`config.mk`:
```
export PLATFORM = sky130hd
export DESIGN_NAME = lct_header_parser
export DESIGN_NICKNAME = d
export VERILOG_FILES = /design/src/hw/rtl/lhp_pkg.sv /design/src/hw/rtl/lct_header_parser.sv /design/src/hw/rtl/lhp_parser.sv /design/src/hw/rtl/lhp_rsp_queue.sv
export SDC_FILE = /design/constraint.sdc
export NUM_CORES = 2
export LEC_CHECK = 0
export BUFFER_PORTS_ARGS = -buffer_cell sky130_fd_sc_hd__buf_2
export CAP_MARGIN = 20
export CORE_ASPECT_RATIO = 0.7
export CORE_MARGIN = 5
export CORE_UTILIZATION = 50
export DETAILED_ROUTE_END_ITERATION = 12
export PLACE_DENSITY = 0.67
export SYNTH_ARGS = -nofsm -noshare
export SYNTH_HDL_FRONTEND = slang
export SYNTH_SLANG_ARGS = --single-unit
```
`constraint.sdc`:
```
create_clock -name clock -period 32.6 [get_ports clock]
set_input_delay 4.89 -clock clock [delete_from_list [all_inputs] [get_ports clock]]
set_output_delay 4.89 -clock clock [all_outputs]
set_load 0.1 [all_outputs]
```
`src/hw/rtl/lhp_pkg.sv`:
```
// ----------------------------------------------------------------------------
// lhp_pkg
// Types and constants shared by the layered coding transport header parser.
// ----------------------------------------------------------------------------
package lhp_pkg;

   // result kinds
   localparam logic [2:0] KIND_CCI      = 3'd0;
   localparam logic [2:0] KIND_EXT      = 3'd1;
   localparam logic [2:0] KIND_OK       = 3'd2;
   localparam logic [2:0] KIND_TRUNC    = 3'd3;
   localparam logic [2:0] KIND_OVERFLOW = 3'd4;
   localparam logic [2:0] KIND_BADEXT   = 3'd5;

   // fixed-size extension data length
   localparam logic [9:0] FIXED_EXT_LEN = 10'd3;

   // result queue geometry
   localparam int QDEPTH = 4;
   localparam int QAW    = $clog2(QDEPTH);

   typedef enum logic [7:0] {
      PH_FIRST    = 8'b0000_0001,
      PH_CCI      = 8'b0000_0010,
      PH_TSI      = 8'b0000_0100,
      PH_TOI      = 8'b0000_1000,
      PH_EXT_TYPE = 8'b0001_0000,
      PH_EXT_LEN  = 8'b0010_0000,
      PH_EXT_DATA = 8'b0100_0000,
      PH_SKIP     = 8'b1000_0000
   } phase_type;

   typedef struct packed {
      logic [2:0]  kind;
      logic        run_end;
      logic [7:0]  ext_type;
      logic [7:0]  out_byte;
      logic [3:0]  version;
      logic [1:0]  psi_bits;
      logic [7:0]  codepoint;
      logic        sess_close;
      logic        obj_close;
      logic [47:0] session_id;
      logic [63:0] object_id_low;
      logic [47:0] object_id_high;
   } result_type;

   // results produced by one byte, in order
   typedef struct packed {
      logic [1:0] count;
      result_type first;
      result_type second;
   } push_type;

endpackage

```
`src/hw/rtl/lct_header_parser.sv`:
```
// ----------------------------------------------------------------------------
// lct_header_parser
// Byte-serial layered coding transport header parser with result queue.
// ----------------------------------------------------------------------------
// data path: each byte is held in the input register, then the parse logic
//    writes its results into the result queue
// throughput: one byte per cycle; the input stalls only while the four-entry
//    result queue has fewer than two free entries
// reset: synchronous, clears parse state, input valid flag and queue pointers
module lct_header_parser
   import lhp_pkg::*;
(
   input  logic        clock,
   input  logic        reset,
   input  logic        req_valid,
   output logic        req_stall,
   input  logic [7:0]  req_in_byte,
   input  logic        req_in_last,
   output logic        rsp_valid,
   input  logic        rsp_stall,
   output logic [2:0]  rsp_kind,
   output logic        rsp_run_end,
   output logic [7:0]  rsp_ext_type,
   output logic [7:0]  rsp_out_byte,
   output logic [3:0]  rsp_version,
   output logic [1:0]  rsp_psi_bits,
   output logic [7:0]  rsp_codepoint,
   output logic        rsp_sess_close,
   output logic        rsp_obj_close,
   output logic [47:0] rsp_session_id,
   output logic [63:0] rsp_object_id_low,
   output logic [47:0] rsp_object_id_high
);

   logic       in_valid_ff, in_valid_in;
   logic [7:0] in_byte_ff;
   logic       in_last_ff;
   logic       room, advance, req_take;
   push_type   push;
   result_type rsp_data;

   assign advance   = in_valid_ff && room;
   assign req_stall = in_valid_ff && !room;
   assign req_take  = req_valid && !req_stall;

   always_comb begin
      in_valid_in = in_valid_ff;
      if (req_take) begin
         in_valid_in = 1'b1;
      end else if (advance) begin
         in_valid_in = 1'b0;
      end
   end

   always_ff @(posedge clock) begin
      if (reset) begin
         in_valid_ff <= 1'b0;
      end else begin
         in_valid_ff <= in_valid_in;
      end
   end

   always_ff @(posedge clock) begin
      if (req_take) begin
         in_byte_ff <= req_in_byte;
         in_last_ff <= req_in_last;
      end
   end

   lhp_parser u_parser (
      .clock   (clock),
      .reset   (reset),
      .enable  (advance),
      .in_byte (in_byte_ff),
      .in_last (in_last_ff),
      .push    (push)
   );

   lhp_rsp_queue u_queue (
      .clock     (clock),
      .reset     (reset),
      .push_en   (advance),
      .push      (push),
      .room      (room),
      .rsp_valid (rsp_valid),
      .rsp_stall (rsp_stall),
      .rsp_data  (rsp_data)
   );

   assign rsp_kind           = rsp_data.kind;
   assign rsp_run_end        = rsp_data.run_end;
   assign rsp_ext_type       = rsp_data.ext_type;
   assign rsp_out_byte       = rsp_data.out_byte;
   assign rsp_version        = rsp_data.version;
   assign rsp_psi_bits       = rsp_data.psi_bits;
   assign rsp_codepoint      = rsp_data.codepoint;
   assign rsp_sess_close     = rsp_data.sess_close;
   assign rsp_obj_close      = rsp_data.obj_close;
   assign rsp_session_id     = rsp_data.session_id;
   assign rsp_object_id_low  = rsp_data.object_id_low;
   assign rsp_object_id_high = rsp_data.object_id_high;

endmodule

```
`src/hw/rtl/lhp_parser.sv`:
```
// ----------------------------------------------------------------------------
// lhp_parser
// Header parse state and per-byte next-state logic; yields up to two results.
// ----------------------------------------------------------------------------
module lhp_parser
   import lhp_pkg::*;
(
   input  logic       clock,
   input  logic       reset,
   input  logic       enable,
   input  logic [7:0] in_byte,
   input  logic       in_last,
   output push_type   push
);

   phase_type   phase_ff, phase_in;
   logic [9:0]  pos_ff, pos_in;
   logic [7:0]  hw_ff, hw_in;
   logic [23:0] fw_ff, fw_in;
   logic [4:0]  frem_ff, frem_in;
   logic [47:0] sess_ff, sess_in;
   logic [63:0] objl_ff, objl_in;
   logic [47:0] objh_ff, objh_in;
   logic [7:0]  etype_ff, etype_in;
   logic [9:0]  erem_ff, erem_in;

   logic       data_v, stat_v;
   logic [2:0] data_kind, stat_kind;
   logic [7:0] data_type;

   logic [9:0] hdr4, pos_next, need, hel, start, rem;
   logic [4:0] cci_len, tsi_len, toi_len, frem_dec;
   logic [9:0] erem_dec;
   logic [7:0] b1;
   logic       done_hdr;

   result_type data_res, stat_res;

   always_comb begin
      phase_in = phase_ff;
      pos_in   = pos_ff;
      hw_in    = hw_ff;
      fw_in    = fw_ff;
      frem_in  = frem_ff;
      sess_in  = sess_ff;
      objl_in  = objl_ff;
      objh_in  = objh_ff;
      etype_in = etype_ff;
      erem_in  = erem_ff;

      data_v    = 1'b0;
      stat_v    = 1'b0;
      data_kind = KIND_CCI;
      stat_kind = KIND_OK;
      data_type = 8'd0;

      hdr4     = {hw_ff, 2'b00};
      pos_next = pos_ff + 10'd1;
      done_hdr = (pos_next >= hdr4);
      b1       = fw_ff[15:8];
      cci_len  = {({1'b0, fw_ff[19:18]} + 3'd1), 2'b00};
      tsi_len  = {2'b00, b1[7], b1[4], 1'b0};
      toi_len  = {1'b0, b1[6:5], b1[4], 1'b0};
      need     = 10'd4 + {5'd0, cci_len} + {5'd0, tsi_len} + {5'd0, toi_len};
      frem_dec = frem_ff - 5'd1;
      erem_dec = erem_ff - 10'd1;
      hel      = {in_byte, 2'b00};
      start    = pos_ff - 10'd1;
      rem      = ((pos_ff != 10'd0) && (hdr4 > start)) ? (hdr4 - start) : 10'd0;

      if (phase_ff != PH_SKIP) begin
         pos_in = pos_next;
         case (phase_ff)
            PH_FIRST: begin
               if (pos_ff == 10'd0) begin
                  fw_in = {in_byte, 16'd0};
               end else if (pos_ff == 10'd1) begin
                  fw_in = {fw_ff[23:16], in_byte, 8'd0};
               end else if (pos_ff == 10'd2) begin
                  hw_in = in_byte;
               end else begin
                  fw_in = {fw_ff[23:8], in_byte};
                  if (hdr4 < need) begin
                     stat_v    = 1'b1;
                     stat_kind = KIND_OVERFLOW;
                     phase_in  = PH_SKIP;
                  end else begin
                     phase_in = PH_CCI;
                     frem_in  = cci_len;
                  end
               end
            end
            PH_CCI: begin
               data_v    = 1'b1;
               data_kind = KIND_CCI;
               frem_in   = frem_dec;
               if (frem_dec == 5'd0) begin
                  if (tsi_len != 5'd0) begin
                     phase_in = PH_TSI;
                     frem_in  = tsi_len;
                  end else if (toi_len != 5'd0) begin
                     phase_in = PH_TOI;
                     frem_in  = toi_len;
                  end else if (done_hdr) begin
                     stat_v   = 1'b1;
                     phase_in = PH_SKIP;
                  end else begin
                     phase_in = PH_EXT_TYPE;
                  end
               end
            end
            PH_TSI: begin
               sess_in = {sess_ff[39:0], in_byte};
               frem_in = frem_dec;
               if (frem_dec == 5'd0) begin
                  if (toi_len != 5'd0) begin
                     phase_in = PH_TOI;
                     frem_in  = toi_len;
                  end else if (done_hdr) begin
                     stat_v   = 1'b1;
                     phase_in = PH_SKIP;
                  end else begin
                     phase_in = PH_EXT_TYPE;
                  end
               end
            end
            PH_TOI: begin
               objh_in = {objh_ff[39:0], objl_ff[63:56]};
               objl_in = {objl_ff[55:0], in_byte};
               frem_in = frem_dec;
               if (frem_dec == 5'd0) begin
                  if (done_hdr) begin
                     stat_v   = 1'b1;
                     phase_in = PH_SKIP;
                  end else begin
                     phase_in = PH_EXT_TYPE;
                  end
               end
            end
            PH_EXT_TYPE: begin
               etype_in = in_byte;
               if (in_byte[7]) begin
                  erem_in  = FIXED_EXT_LEN;
                  phase_in = PH_EXT_DATA;
               end else begin
                  phase_in = PH_EXT_LEN;
               end
            end
            PH_EXT_LEN: begin
               if ((hel == 10'd0) || (hel > rem)) begin
                  stat_v    = 1'b1;
                  stat_kind = KIND_BADEXT;
                  phase_in  = PH_SKIP;
               end else begin
                  erem_in  = hel - 10'd2;
                  phase_in = PH_EXT_DATA;
               end
            end
            PH_EXT_DATA: begin
               data_v    = 1'b1;
               data_kind = KIND_EXT;
               data_type = etype_ff;
               erem_in   = erem_dec;
               if (erem_dec == 10'd0) begin
                  if (done_hdr) begin
                     stat_v   = 1'b1;
                     phase_in = PH_SKIP;
                  end else begin
                     phase_in = PH_EXT_TYPE;
                  end
               end
            end
            default: begin
               phase_in = phase_ff;
            end
         endcase
         // packet ended before the header did
         if (in_last && (phase_in != PH_SKIP)) begin
            stat_v    = 1'b1;
            stat_kind = KIND_TRUNC;
         end
      end

      data_res          = '0;
      data_res.kind     = data_kind;
      data_res.ext_type = data_type;
      data_res.out_byte = in_byte;
      data_res.run_end  = !stat_v;

      stat_res         = '0;
      stat_res.kind    = stat_kind;
      stat_res.run_end = 1'b1;
      if (stat_kind == KIND_OK) begin
         stat_res.version        = fw_in[23:20];
         stat_res.psi_bits       = fw_in[17:16];
         stat_res.codepoint      = fw_in[7:0];
         stat_res.sess_close     = fw_in[9];
         stat_res.obj_close      = fw_in[8];
         stat_res.session_id     = sess_in;
         stat_res.object_id_low  = objl_in;
         stat_res.object_id_high = objh_in;
      end

      push.count  = {1'b0, data_v} + {1'b0, stat_v};
      push.first  = data_v ? data_res : stat_res;
      push.second = stat_res;

      if (in_last) begin
         phase_in = PH_FIRST;
         pos_in   = 10'd0;
         hw_in    = 8'd0;
         fw_in    = 24'd0;
         frem_in  = 5'd0;
         sess_in  = 48'd0;
         objl_in  = 64'd0;
         objh_in  = 48'd0;
         etype_in = 8'd0;
         erem_in  = 10'd0;
      end
   end

   always_ff @(posedge clock) begin
      if (reset) begin
         phase_ff <= PH_FIRST;
         pos_ff   <= 10'd0;
         hw_ff    <= 8'd0;
         fw_ff    <= 24'd0;
         frem_ff  <= 5'd0;
         sess_ff  <= 48'd0;
         objl_ff  <= 64'd0;
         objh_ff  <= 48'd0;
         etype_ff <= 8'd0;
         erem_ff  <= 10'd0;
      end else if (enable) begin
         phase_ff <= phase_in;
         pos_ff   <= pos_in;
         hw_ff    <= hw_in;
         fw_ff    <= fw_in;
         frem_ff  <= frem_in;
         sess_ff  <= sess_in;
         objl_ff  <= objl_in;
         objh_ff  <= objh_in;
         etype_ff <= etype_in;
         erem_ff  <= erem_in;
      end
   end

endmodule

```
`src/hw/rtl/lhp_rsp_queue.sv`:
```
// ----------------------------------------------------------------------------
// lhp_rsp_queue
// Small result queue; takes up to two results per cycle, delivers one while not stalled.
// ----------------------------------------------------------------------------
module lhp_rsp_queue
   import lhp_pkg::*;
(
   input  logic       clock,
   input  logic       reset,
   input  logic       push_en,
   input  push_type   push,
   output logic       room,
   output logic       rsp_valid,
   input  logic       rsp_stall,
   output result_type rsp_data
);

   result_type     q_ff [QDEPTH];
   logic [QAW-1:0] head_ff, head_in, tail_ff, tail_in, tail_nx;
   logic [QAW:0]   cnt_ff, cnt_in;
   logic [1:0]     n_push;
   logic           pop;

   assign tail_nx   = tail_ff + QAW'(1);
   assign n_push    = push_en ? push.count : 2'd0;
   assign rsp_valid = (cnt_ff != '0);
   assign pop       = rsp_valid && !rsp_stall;
   assign rsp_data  = q_ff[head_ff];
   // two free entries guarantee space for the results of any one byte
   assign room      = (cnt_ff <= (QAW+1)'(QDEPTH - 2));

   always_comb begin
      head_in = pop ? head_ff + QAW'(1) : head_ff;
      tail_in = tail_ff + QAW'(n_push);
      cnt_in  = cnt_ff + (QAW+1)'(n_push) - (QAW+1)'(pop);
   end

   always_ff @(posedge clock) begin
      if (n_push != 2'd0) begin
         q_ff[tail_ff] <= push.first;
      end
      if (n_push == 2'd2) begin
         q_ff[tail_nx] <= push.second;
      end
   end

   always_ff @(posedge clock) begin
      if (reset) begin
         head_ff <= '0;
         tail_ff <= '0;
         cnt_ff  <= '0;
      end else begin
         head_ff <= head_in;
         tail_ff <= tail_in;
         cnt_ff  <= cnt_in;
      end
   end

endmodule

```
# Yosys cells after proc, flatten, opt, wreduce, memory -nomap -nowiden
# Memories as Yosys holds them, arrays and structs flattened. A register that Yosys moved wholly into a read port is not among the register bits.
# Cells that the tools add are included.
[op_classes]
addsub = 16
magnitude_cmp = 5
n_eq_ne = 21
n_mux = 100
reduce_logical = 37
[op_table]
columns = ["cell", "n"]
rows = [
  ["$mux W48", 6],
  ["$mux W8", 27],
  ["$mux W196", 1],
  ["$mux W64", 3],
  ["$mux W176", 1],
  ["$mux W24", 4],
  ["$mux W10", 7],
  ["$pmux W8 S7", 1],
  ["$mux W5", 10],
  ["$pmux W10 S3", 1],
  ["$mux W3", 8],
  ["$mux W1", 23],
  ["$gt A10 B10 Y1", 2],
  ["$logic_not A10 Y1", 2],
  ["$pmux W5 S4", 1],
  ["$sub A10 B1 Y10 const B", 2],
  ["$ne A3 B3 Y1 const B", 6],
  ["$mux W16", 1],
  ["$ne A8 B8 Y1 const B", 2],
  ["$reduce_bool A2 Y1", 8],
  ["$add A10 B1 Y10 const B", 1],
  ["$add A10 B3 Y10", 1],
  ["$add A10 B4 Y10", 1],
  ["$eq A10 B1 Y1 const B", 1],
  ["other kinds (44)", 59],
]
[totals]
reg_bits = 250
ram_bits = 784
input_bits = 13
output_inout_bits = 198
elab_cells = 198
memories = 1
[memory_table]
columns = ["memory", "depth", "word_bits", "rd", "rd_ports_with_merged_regs", "wr", "line_no", "text"]
rows = [
  ["u_queue.q_ff", 4, 196, 1, 1, 2, "lhp_rsp_queue.sv:18", "result_type q_ff [QDEPTH];"],
]

# Depth between registers and ports, before layout
[depth]
ltp_word = 20
mapped_depth = 33

# Modules after synthesis
# Synthesis repeated with hierarchy kept, for this count alone.
[hier_totals]
hier_cells = 3890
area_unflattened_um2 = 54384.7
[by_module_without_submodules]
columns = ["mod", "n_inst", "cells_per_inst", "area_per_inst_um2"]
rows = [
  ["lhp_rsp_queue", 1, 1955, 38564.5],
  ["lhp_parser", 1, 1921, 15493.6],
  ["lct_header_parser", 1, 14, 326.6],
]

# Worst setup path after synthesis
# No wires, ideal clock.
[synth_path]
path_type = "flip-flop to flip-flop"
start = "register u_parser.pos_ff[0]"
end = "memory u_queue.q_ff[2][192] (netlist name)"
arrival_time_ns = 10.159
setup_slack_ns = 22.364
stages_incl_launch_ff = 29
period_less_slack_ns = 10.236
path_cell_list = "dfxtp_1 inv_1 ha_1 clkbuf_1 xnor2_1 ha_1 a31o_2 nand2_1 nand2b_1 a21oi_1 o21bai_1 a21oi_1 o21ai_0 xor2_1 nand2_1 ha_1 nand2_1 o21ai_0 a21oi_1 nor4_1 o211ai_1 and4bb_2 buf_1 o21bai_1 ha_1 buf_1 nor3_1 nand2b_1 o22a_1"
[synth_lines]
columns = ["item", "line_no", "text"]
rows = [
  ["from (decl)", "lhp_parser.sv:17", "logic [9:0] pos_ff, pos_in;"],
  ["from (signal assigned)", "lhp_parser.sv:236", "pos_ff <= pos_in;"],
  ["to (decl)", "lhp_rsp_queue.sv:18", ""],
]

==> results.txt <==
----------------------------------------------------
[Pwr]
  Sequential Power Share ... roughly two fifths
  Static leakage ... 0.0168 uW
  Areal power density over the cells ... around 72 nW/um^2
  VDD IR-drop max ... 0.0000721 V
  Switch share ... 38.0%
  Sw Pwr ... about 1400 uW
  Part of the total power dissipated in the clock network ... 31.2%
  Portion of total power attributed to combinational logic ... 29.5%
  Internal power ... 2290 uW

[Route]
  Vias per cell ... 6.26
  Drt wl/cell ... 25.3 um
  Router iterations before antenna repair ... 6
  Routed vias ... ~31000
  Remaining routing DRC violations ... 0
  Antenna-violating nets left ... 0
  Iteration-0 DRC Markers ... 3068
  Total wirelength of the detailed-routed design ... between 100000 and 150000 um

[Floorplan]
  Initial standard-cell utilization of the core ... between 50% and 60%
  Number of placement rows ... 93
  Count of boundary I/O pins ... 211
  Die area ... 99000 um^2
  Core Footprint ... 91900 um^2
  Die X ... 374 um
  Die Span Y ... 265 um

[Critical path]
  Critical path data required time ... between 20000 and 30000 ps
  Setup slack of the most critical reg-to-reg path ... 23620 ps
  Most prevalent standard cell on the critical path ... sky130_fd_sc_hd__buf_4
  Critical Path Fanout Max ... 82
  R2R Path Start ... u_parser.pos_ff[0]$_SDFFE_PP0P_
  FF-to-FF End ... u_queue.q_ff[2][133]$_DFFE_PP_
  Crit start category ... flip-flop
  Worst stage delay on the critical path ... 870 ps
  Cells on worst reg2reg path ... 24
  CP Data Arrival Time ... 4960 ps
  Dominant delay contributor by cell family on the critical path ... buffers and inverters
  Number of buffer and inverter instances along the worst setup path ... 4
  Type of the worst setup path ... flip-flop to output pin
  Worst-path cell chain ... buf_4 > buf_12 > buf_4 > mux4_2 > buf_2
  Cell with the largest stage delay on the worst path ... sky130_fd_sc_hd__dfxtp_4
  Timing endpoint of the critical path ... rsp_object_id_low[33]
  Kind of end point of the critical path ... output pin
  Number of stages on the worst setup path ... 5

[Job]
  Total of max-cap violations ... 0

[Timing]
  Final critical path time including I/O delays and setup ... 9850 ps
  Final-layout worst hold slack ... 451 ps
  Layout Skew ... 21.3 ps
  Final setup violation count ... 0
  Slew Limit Fails ... 0
  Share of the clock period used by the worst path ... 30.2%
  Tightest Pin Transition ... about 1400 ps
  Number of endpoints with negative hold slack in the final report ... 0
  Setup TNS ... 0 ps
  Maximum clock frequency ... 102 MHz
  RSZ-0062 raised after global routing ... false
  Worst slew margin relative to its limit ... 6.88%

[Synthesis]
  Synth area leaders ... sky130_fd_sc_hd__edfxtp_1 (47%), sky130_fd_sc_hd__dfxtp_1 (13%), sky130_fd_sc_hd__mux4_2 (9.5%), sky130_fd_sc_hd__nor3_1 (7.9%), sky130_fd_sc_hd__mux2i_1 (3.7%)
  Sequential fraction of the synthesis area ... 60.3%
  Biggest area consumer among synthesized cells ... sky130_fd_sc_hd__edfxtp_1
  Count of distinct cell types in the synthesized netlist ... 68
  Main synth FF type ... sky130_fd_sc_hd__edfxtp_1
  Syn Nets ... 3693
  Synthesized area ... between 40000 and 50000 um^2
  Number of standard cells after synthesis ... about 3600
  Post-synthesis compound-gate area fraction ... 6.13%
  Yosys top cell area share ... 47.0%
  Area share of xor/xnor cells in the synthesized design ... 0.888%
  Adder-cell area share of the yosys netlist ... 1.61%
  Share of synthesized registers carrying an async set or reset ... 0%
  Synthesized-area fraction occupied by and/or/nand/nor cells ... 13.5%
  Dominant combinational cell family by area after synthesis ... simple AND/OR/NAND/NOR gates
  EDFF count, synth ... 725
  Share of synthesized area spent on multiplexers ... 13.4%
  Number of register bits inferred by synthesis ... 1034
  Synthesized area per cell ... 12.8 um^2
  Warning count from the yosys run ... 0

[Clock network]
  Clock tree from TritonCTS ... built
  Max Buffers Root-to-Sink ... 3
  Count of clock tree sinks ... 1034
  Depth of the CTS H-tree ... 3
  CTS Root Buffer Type ... sky130_fd_sc_hd__clkbuf_16
  # resized after CTS ... 0
  Worst-path clk slew ... 70 ps
  Total CTS buffers ... 99
  Number of buffers inserted for hold repair after clock tree synthesis ... 0
  Buffer count from post-CTS setup fixing ... 0
  Clock latency on the worst-skew pair ... 700 ps

[Cells and area]
  Ratio of cells with drive above 1 in the final layout ... 17.6%
  Number of nets in the finished design ... 3720
  Layout fillers ... 7650
  Layout overhead on the synthesized area ... 10.1%
  Antenna fix cells ... 0

[Status]
  Run status ... completed

[Hold path]
  Worst min-delay path category ... flip-flop to flip-flop

[Global route]
  Largest net degree at the start of global routing ... 172
  Number of global-route vias before repair ... 30300
  Gr ovfl total ... 0
  GRT Util Overall ... 24.8%
  Wire length of the first global-routing pass ... 191000 um
  Antenna violations before repair ... 2

[Placed design]
  # port buffers ... 210
  Placed wire-length estimate after detailed placement ... 71500 um
  Routability congestion estimate ... 0.870

----------------------------------------------------
[synthesized netlist by cell type, types with 4 or more instances]
library cell / number
sky130_fd_sc_hd__o21a_1: 4
sky130_fd_sc_hd__mux4_2: 196
sky130_fd_sc_hd__mux2i_1: 172
sky130_fd_sc_hd__nor4_1: 11
sky130_fd_sc_hd__nand3_1: 27
sky130_fd_sc_hd__edfxtp_1: 725
sky130_fd_sc_hd__nand2b_1: 12
sky130_fd_sc_hd__mux2_2: 8
sky130_fd_sc_hd__nand3b_1: 4
sky130_fd_sc_hd__nor3_1: 730
sky130_fd_sc_hd__xnor2_1: 27
sky130_fd_sc_hd__o21ai_0: 40
sky130_fd_sc_hd__xor2_1: 20
sky130_fd_sc_hd__buf_2: 33
sky130_fd_sc_hd__nand2_1: 117
sky130_fd_sc_hd__a32o_1: 16
sky130_fd_sc_hd__a22oi_1: 185
sky130_fd_sc_hd__nand4_1: 9
sky130_fd_sc_hd__nor3b_1: 11
sky130_fd_sc_hd__a21o_1: 7
sky130_fd_sc_hd__dfxtp_1: 309
sky130_fd_sc_hd__o21ai_1: 7
sky130_fd_sc_hd__a31oi_1: 8
sky130_fd_sc_hd__o22ai_1: 7
sky130_fd_sc_hd__buf_1: 48
sky130_fd_sc_hd__a221o_1: 7
sky130_fd_sc_hd__nor2b_1: 25
sky130_fd_sc_hd__inv_1: 44
sky130_fd_sc_hd__or3_1: 8
sky130_fd_sc_hd__o211ai_1: 8
sky130_fd_sc_hd__or4_1: 5
sky130_fd_sc_hd__o31ai_1: 5
sky130_fd_sc_hd__ha_1: 55
sky130_fd_sc_hd__nor2_1: 313
sky130_fd_sc_hd__and3_1: 12
sky130_fd_sc_hd__and2_1: 7
sky130_fd_sc_hd__clkbuf_1: 200
sky130_fd_sc_hd__or2_2: 4
sky130_fd_sc_hd__buf_6: 56
sky130_fd_sc_hd__a21oi_1: 89
[how the worst min path moves through the flow]
stage	cells past startpoint	slack [ps]	startpoint	endpoint
floorplan	2	420	u_queue.q_ff[1][176]$_SDFFE_PP0N_	u_queue.q_ff[1][176]$_SDFFE_PP0N_
global placement	2	430	u_queue.q_ff[0][183]$_SDFFE_PP0P_	u_queue.q_ff[0][183]$_SDFFE_PP0P_
detailed placement	2	440	u_queue.q_ff[1][182]$_SDFFE_PP0N_	u_queue.q_ff[1][182]$_SDFFE_PP0N_
CTS	2	450	u_queue.q_ff[2][190]$_SDFFE_PP0N_	u_queue.q_ff[2][190]$_SDFFE_PP0N_
global route	2	480	u_queue.q_ff[3][189]$_SDFFE_PP0N_	u_queue.q_ff[3][189]$_SDFFE_PP0N_
finish	2	450	u_queue.q_ff[1][182]$_SDFFE_PP0N_	u_queue.q_ff[1][182]$_SDFFE_PP0N_
[sequential cells by signal (all words and copies together) (netlist names), 3 cells and up, named ones only]
signal,flops
in_byte_ff,8
u_parser.erem_ff,10
u_parser.etype_ff,8
u_parser.frem_ff,5
u_parser.fw_ff,22
u_parser.hw_ff,8
u_parser.objh_ff,48
u_parser.objl_ff,64
u_parser.phase_ff,8
u_parser.pos_ff,10
u_parser.sess_ff,48
u_queue.cnt_ff,3
u_queue.q_ff,784
[area by class of cell]
type                       instances  area, um^2  area share [%]
inverter                          46         188           0.368
clock buffer                     134        2780            5.45
clock inverter                    52         444           0.871
sequential                      1034       28000            54.8
tap                             1235        1550            3.03
multi-input combinational       2205       16600            32.5
timing repair buffer             263        1520            2.97
[per-layer routing]
layer | track usage (%) | vias up | part of all wire, %
li1 | - | 14000 | -
met3 | 4.81 | 165 | 8.7
met1 | 36.3 | 15600 | 43
met2 | 38.6 | 1347 | 46
met4 | 6.24 | 0 | 2.2
met5 | 0 | - | 0
[worst reg2reg max path: stages, from the launching register on]
cell and delay (ps):
sky130_fd_sc_hd__dfxtp_1 400, sky130_fd_sc_hd__inv_1 190, sky130_fd_sc_hd__ha_1 360, sky130_fd_sc_hd__nand2_1 130, sky130_fd_sc_hd__xor2_1 160, sky130_fd_sc_hd__ha_1 390
sky130_fd_sc_hd__nand3_1 80, sky130_fd_sc_hd__o21ai_0 400, sky130_fd_sc_hd__a21oi_1 180, sky130_fd_sc_hd__nor2_1 450, sky130_fd_sc_hd__nand3_1 150, sky130_fd_sc_hd__ha_1 320
sky130_fd_sc_hd__a21oi_1 170, sky130_fd_sc_hd__o21ai_0 100, sky130_fd_sc_hd__a21oi_1 260, sky130_fd_sc_hd__or3_1 150, sky130_fd_sc_hd__nor3_1 70, sky130_fd_sc_hd__nor3_2 870
sky130_fd_sc_hd__nand2b_1 150, sky130_fd_sc_hd__o21bai_1 200, sky130_fd_sc_hd__ha_1 400, sky130_fd_sc_hd__nor3_4 820, sky130_fd_sc_hd__nand2b_4 560, sky130_fd_sc_hd__buf_4 770
sky130_fd_sc_hd__buf_4 820
[power groups by stage]
stage | sequential (uW) | clock, uW | combinational [uW]
4_1_cts | 1450 | 1170 | 1100
3_3_place_gp | 1480 | 0 | 1090
3_5_place_dp | 1480 | 0 | 1090
2_1_floorplan | 1460 | 0 | 924
5_1_grt | 1460 | 1220 | 1120
6_report | 1450 | 1150 | 1090
[cell families after synthesis]
family	Yosys count
AND/OR/NAND/NOR	1310
flip-flops	1034
adder cells (fa/ha/maj)	58
AO/OA/AOI/OAI	414
buffers and inverters	383
multiplexers	376
XOR/XNOR	47
[through the flow]
stage | setup slack (ps) | instance area, um^2 | utilization, % | total power, uW | cells
after floorplan | 22360 | 46300 | - | 2390 | 3622
after global placement | 23330 | 47800 | 52.0 | 2570 | 4782
after detailed placement | 23310 | 47800 | 52.0 | 2580 | 4783
after CTS | 22550 | 51000 | 55.5 | 3720 | 4969
after global routing | 22260 | 51000 | 55.5 | 3800 | 4969
final | 22750 | 51000 | 55.5 | 3690 | 4969
[cells in the final DEF, fill, tap and decap left out, types with 9 or more instances in the layout]
cell | synthesis | routed
sky130_fd_sc_hd__ha_1 | 55 | 55
sky130_fd_sc_hd__a22oi_1 | 185 | 185
sky130_fd_sc_hd__nand2_1 | 117 | 115
sky130_fd_sc_hd__clkinv_2 | 0 | 23
sky130_fd_sc_hd__buf_4 | 0 | 49
sky130_fd_sc_hd__mux2i_1 | 172 | 172
sky130_fd_sc_hd__clkbuf_8 | 0 | 14
sky130_fd_sc_hd__mux4_2 | 196 | 196
sky130_fd_sc_hd__nand3_1 | 27 | 27
sky130_fd_sc_hd__nor2_1 | 313 | 311
sky130_fd_sc_hd__nand4_1 | 9 | 9
sky130_fd_sc_hd__xnor2_1 | 27 | 27
sky130_fd_sc_hd__edfxtp_1 | 725 | 725
sky130_fd_sc_hd__nor3b_1 | 11 | 11
sky130_fd_sc_hd__buf_2 | 33 | 209
sky130_fd_sc_hd__clkbuf_16 | 0 | 101
sky130_fd_sc_hd__and3_1 | 12 | 12
sky130_fd_sc_hd__xor2_1 | 20 | 20
sky130_fd_sc_hd__a21oi_1 | 89 | 89
sky130_fd_sc_hd__nor4_1 | 11 | 11
sky130_fd_sc_hd__nor3_1 | 730 | 728
sky130_fd_sc_hd__clkinv_1 | 2 | 11
sky130_fd_sc_hd__o21ai_0 | 40 | 40
sky130_fd_sc_hd__dfxtp_1 | 309 | 307
sky130_fd_sc_hd__clkbuf_1 | 200 | 20
sky130_fd_sc_hd__nor2b_1 | 25 | 25
sky130_fd_sc_hd__inv_1 | 44 | 42
sky130_fd_sc_hd__a32o_1 | 16 | 16
(Power assumes the default switching activity.)
